--- config.mk ---
export PLATFORM = sky130hd
export DESIGN_NAME = mpfb_pixel_unit
export DESIGN_NICKNAME = d
export VERILOG_FILES = /design/src/design/mono_page_framebuffer_engine_macros.svh /design/src/design/mpfb_pkg.sv /design/src/design/mpfb_pixel_unit.sv
export SDC_FILE = /design/constraint.sdc
export NUM_CORES = 1
export LEC_CHECK = 0
export BUFFER_PORTS_ARGS = -buffer_cell sky130_fd_sc_hd__clkbuf_2
export CAP_MARGIN = 20
export CORE_UTILIZATION = 41
export DETAILED_ROUTE_END_ITERATION = 16
export PLACE_DENSITY_LB_ADDON = 0.12
export SLEW_MARGIN = 15
export SYNTH_ARGS = -nofsm -noshare
export SYNTH_HDL_FRONTEND = slang
export SYNTH_SLANG_ARGS = --single-unit
--- constraint.sdc ---
create_clock -name vclk -period 3.5
set_input_delay 0.7 -clock vclk [all_inputs]
set_output_delay 0.7 -clock vclk [all_outputs]
set_load 0.01 [all_outputs]
--- src/design/mono_page_framebuffer_engine_macros.svh ---
// Assertion macros shared by the framebuffer engine RTL.
`ifndef MONO_PAGE_FRAMEBUFFER_ENGINE_MACROS_SVH
`define MONO_PAGE_FRAMEBUFFER_ENGINE_MACROS_SVH

// Same-cycle implication, sampled on clk, off while rst is high.
`define MPFB_ASSERT_IMPL(label, ante, cons, msg) \
  label: assert property (@(posedge clk) disable iff (rst) (ante) |-> (cons)) \
    else $error(msg);

// Next-cycle implication, sampled on clk, off while rst is high.
`define MPFB_ASSERT_NEXT(label, ante, cons, msg) \
  label: assert property (@(posedge clk) disable iff (rst) (ante) |=> (cons)) \
    else $error(msg);

`endif

--- src/design/mpfb_pkg.sv ---
// Types, codes and constants of the page framebuffer engine.
package mpfb_pkg;

  localparam int DEF_WIDTH   = 128;
  localparam int DEF_HEIGHT  = 64;
  // wide enough for WIDTH*page+column and for any store address
  localparam int SUM_W       = 13;
  localparam int CFG_DATA_W  = 7;
  localparam int CFG_INDEX_W = 3;

  localparam logic [6:0] CLIP_RIGHT_RST  = 7'd127;
  localparam logic [5:0] CLIP_BOTTOM_RST = 6'd63;

  typedef enum logic [2:0] {
    REQ_PUT_PIXEL    = 3'd0,
    REQ_GET_PIXEL    = 3'd1,
    REQ_CLEAR_SCREEN = 3'd2,
    REQ_INVERT_RECT  = 3'd3,
    REQ_CLEAR_RECT   = 3'd4,
    REQ_IMAGE_BYTE   = 3'd5
  } req_e;

  typedef enum logic [CFG_INDEX_W-1:0] {
    CFG_CLIP_ENABLE = 3'd0,
    CFG_CLIP_LEFT   = 3'd1,
    CFG_CLIP_TOP    = 3'd2,
    CFG_CLIP_RIGHT  = 3'd3,
    CFG_CLIP_BOTTOM = 3'd4,
    CFG_DRAW_COLOR  = 3'd5
  } cfg_idx_e;

  typedef enum logic [2:0] {
    ST_CLEAR,
    ST_IDLE,
    ST_FILL,
    ST_READ,
    ST_WRITE
  } state_e;

  typedef struct packed {
    logic [2:0] req_type;
    logic [6:0] x_pos;
    logic [5:0] y_pos;
    logic [6:0] x_end;
    logic [5:0] y_end;
    logic [7:0] image_bits;
    logic [3:0] bit_count;
  } in_item_t;

  typedef struct packed {
    logic pixel_value;
    logic was_clipped;
  } out_item_t;

  typedef struct packed {
    logic       enable;
    logic [6:0] left;
    logic [5:0] top;
    logic [6:0] right;
    logic [5:0] bottom;
  } clip_cfg_t;

  // byte under work: page, column and the row span to touch in it
  typedef struct packed {
    logic [2:0] page;
    logic [7:0] col;
    logic [5:0] row_lo;
    logic [5:0] row_hi;
  } pos_t;

endpackage

--- src/design/mpfb_pixel_unit.sv ---
// Shared clip, bounds and address unit: bit mask and byte address of one store byte.
module mpfb_pixel_unit #(
  parameter int WIDTH  = mpfb_pkg::DEF_WIDTH,
  parameter int HEIGHT = mpfb_pkg::DEF_HEIGHT
) (
  input  mpfb_pkg::clip_cfg_t         clip,
  input  mpfb_pkg::pos_t              pos,
  output logic [7:0]                  mask,
  output logic [mpfb_pkg::SUM_W-1:0]  addr
);

  localparam int SUM_W = mpfb_pkg::SUM_W;

  logic col_ok;

  // column inside the screen and, when clipping, inside the window
  always_comb begin
    col_ok = ({1'b0, pos.col} < 9'(WIDTH)) &&
             (!clip.enable ||
              ((pos.col >= {1'b0, clip.left}) && (pos.col <= {1'b0, clip.right})));
  end

  // one compare set per bit of the page
  always_comb begin
    logic [5:0] row;
    logic       in_span;
    logic       on_screen;
    logic       in_clip;
    row = '0;
    for (int b = 0; b < 8; b++) begin
      row       = {pos.page, 3'(b)};
      in_span   = (row >= pos.row_lo) && (row <= pos.row_hi);
      on_screen = {3'b000, row} < 9'(HEIGHT);
      in_clip   = !clip.enable || ((row >= clip.top) && (row <= clip.bottom));
      mask[b]   = col_ok && in_span && on_screen && in_clip;
    end
  end

  // byte index WIDTH*page + column
  assign addr = SUM_W'(WIDTH) * SUM_W'(pos.page) + SUM_W'(pos.col);

endmodule
==> qor.txt <==
Status -> finished, final reports clean
Die Y -> 60.6 um
Area Growth Syn to Fin -> 24.4%
Adder and majority gate portion of the synthesized area -> 0.284
Tcrit/Tclk final -> 0.867
Compound-Gate Fraction of Synth Area -> 0.316
Reg power frac -> 0
Syn Area/Cell -> 7.04 sq um
DRC Markers -> 0
Final Critical Period -> 3.03 ns
Critical path class -> in -> out
Synth top area cells -> ha_1 (28%), o21ai_0 (8.9%), inv_1 (7.7%), buf_4 (4.8%), a21oi_1 (4.6%)
Final hold slack -> 1.60 ns
CORE AREA -> 3150 sq um
Die X -> 60.6 um
# rows -> 20
Ant diodes -> 0
Final Wtd Congestion -> 0.822
FF+latch count -> 0
TNS Setup -> 0 ns
Final Hold Viols -> 0
Most frequent cell after synthesis -> ha_1
Initial Util -> 0.447
Total track usage -> 0.192
Mux share of post-synthesis cell area -> 0
Largest net degree at the start of global routing -> 9
Mapped cell area -> 1410 sq um
Drt pass-1 iters -> 5
Final Slew Violations -> 0
Post-DR wirelength/cell -> 11.0 um
DRT Wirelength -> 3350 um
Vias -> 1572
Hold/Removal Path Class -> in -> out
Hold Path Stages -> 2
Hold-fix buffers, CTS -> 0
Combinational cell fraction of total power -> 1.000
Sw Share -> 0.562
Clock buf count -> 0
Fmax -> 330 MHz
Number of global-route vias before repair -> 1375
# resized after CTS -> 0
Total chip power -> 227 uW
DRT iter0 DRCs -> 63
GR Overflow Total -> 0
Post-synth top area share -> 0.284
Syn. warnings -> 0
Initial antenna violation count -> 0
Die Area -> 3670 sq um
Total of max-cap violations -> 0
VDD IR max -> 0.0000513 V
CP startpoint kind -> primary input
Post-DR vias/cell -> 5.14
CP endpoint kind -> output pin
RSZ-0062 raised after global routing -> false
Worst path required time -> 2.80 ns
Number of cells produced by synthesis -> 200
Hold Path End -> addr[0]
Cell internal pwr -> 99.2 uW
Ports -> 71
Sequential element share of the synthesized area -> 0
Largest family of logic cells by synthesized area -> compound AO/OA/AOI/OAI gates
Commonest cells post-synth -> ha_1 (32), inv_1 (29), o21ai_0 (25)
Simple-gate share of the synthesized area -> 0.263
# nets final -> 346
Layout cell share with drive strength beyond 1 -> 0.321
Pleak -> 0.000988 uW
PwrDens -> 129 nW/um^2
WP data arrival -> 2.33 ns
Netlist cell types -> 40
Fill cells -> 346
Post-DP HPWL -> 2980 um
Clock Power Share -> 0
Crit Path Max Fanout -> 7
Register Area -> 0 sq um
Cell taking the most area after synthesis -> ha_1
XOR/XNOR share of the synthesized area -> 0.00622
Port buffer count -> 69
Antenna Violating Nets Remaining -> 0
Setup bufs post-CTS -> 0
Setup Viol. Count Final -> 0
Hold_sp -> pos[12]
Multi-input gate area -> 1230 sq um
Sw power -> 127 uW
First-pass GRT wire length -> 5630 um
## placed cells by master (no fill, tap or decap), types with 2 or more instances in the layout
cell,n
nor2_1,2
clkbuf_2,69
a211oi_1,2
a21o_1,8
a22oi_1,2
and3_2,2
nand4_1,3
inv_1,29
nand4b_1,2
conb_1,2
o211ai_1,2
and4b_1,2
and4_1,2
nor2b_1,6
a31oi_1,3
a21oi_2,2
ha_1,32
nand2_1,16
nor3_1,4
o21a_1,3
nand3_1,8
o21ai_0,25
nor4_2,4
a21oi_1,13
and3_1,3
## cells by family after synthesis
family / count (synthesis)
AO/OA/AOI/OAI: 67
AND/OR/NAND/NOR: 60
buffers and inverters: 39
adder cells (fa/ha/maj): 32
XOR/XNOR: 1
other: 1
## critical path: stages
cell and delay, ns:
clkbuf_2 0.14, ha_1 0.40, and4b_1 0.25, nand2_1 0.09, a22oi_1 0.16, a21oi_1 0.13
a2111oi_4 0.27, clkbuf_2 0.18
## per-stage QoR
step	std cells	cell area [sq um]	setup slack (ns)	utilization
after global placement	306	1750	0.470	0.556
after CTS	306	1750	0.448	0.556
final	306	1750	0.466	0.556
after global routing	306	1750	0.325	0.556
after floorplan	201	1410	0.762	-
after detailed placement	306	1750	0.456	0.556
## cell type report
cell class	instances	share of cell area
inverters	30	0.0642
repair buffers	70	0.201
well taps	44	0.0314
multi-input cells	162	0.703
## power by group through the flow
stage	Sequential, uW	Combinational, uW	Clock (uW)
after floorplan	0	154	0
after global placement	0	225	0
after detailed placement	0	226	0
after CTS	0	227	0
after global routing	0	258	0
final	0	227	0
## how the worst max path moves through the flow
stage | start | to | slack (ns) | depth (start not counted)
floorplan | clip[11] | mask[5] | 0.76 | 7
global placement | clip[11] | mask[6] | 0.47 | 9
detailed placement | pos[22] | mask[1] | 0.46 | 8
CTS | pos[22] | mask[1] | 0.45 | 8
global route | pos[22] | mask[1] | 0.32 | 8
finish | pos[22] | mask[1] | 0.47 | 8
## routing by layer
layer	up-vias	GRT usage	part of all wire
li1	846	-	-
met1	662	0.298	0.51
met2	62	0.312	0.42
met3	2	0	0.061
met4	0	0.0130	0.0042
met5	-	0	0
No activity file was read; power rests on OpenSTA's default activity.
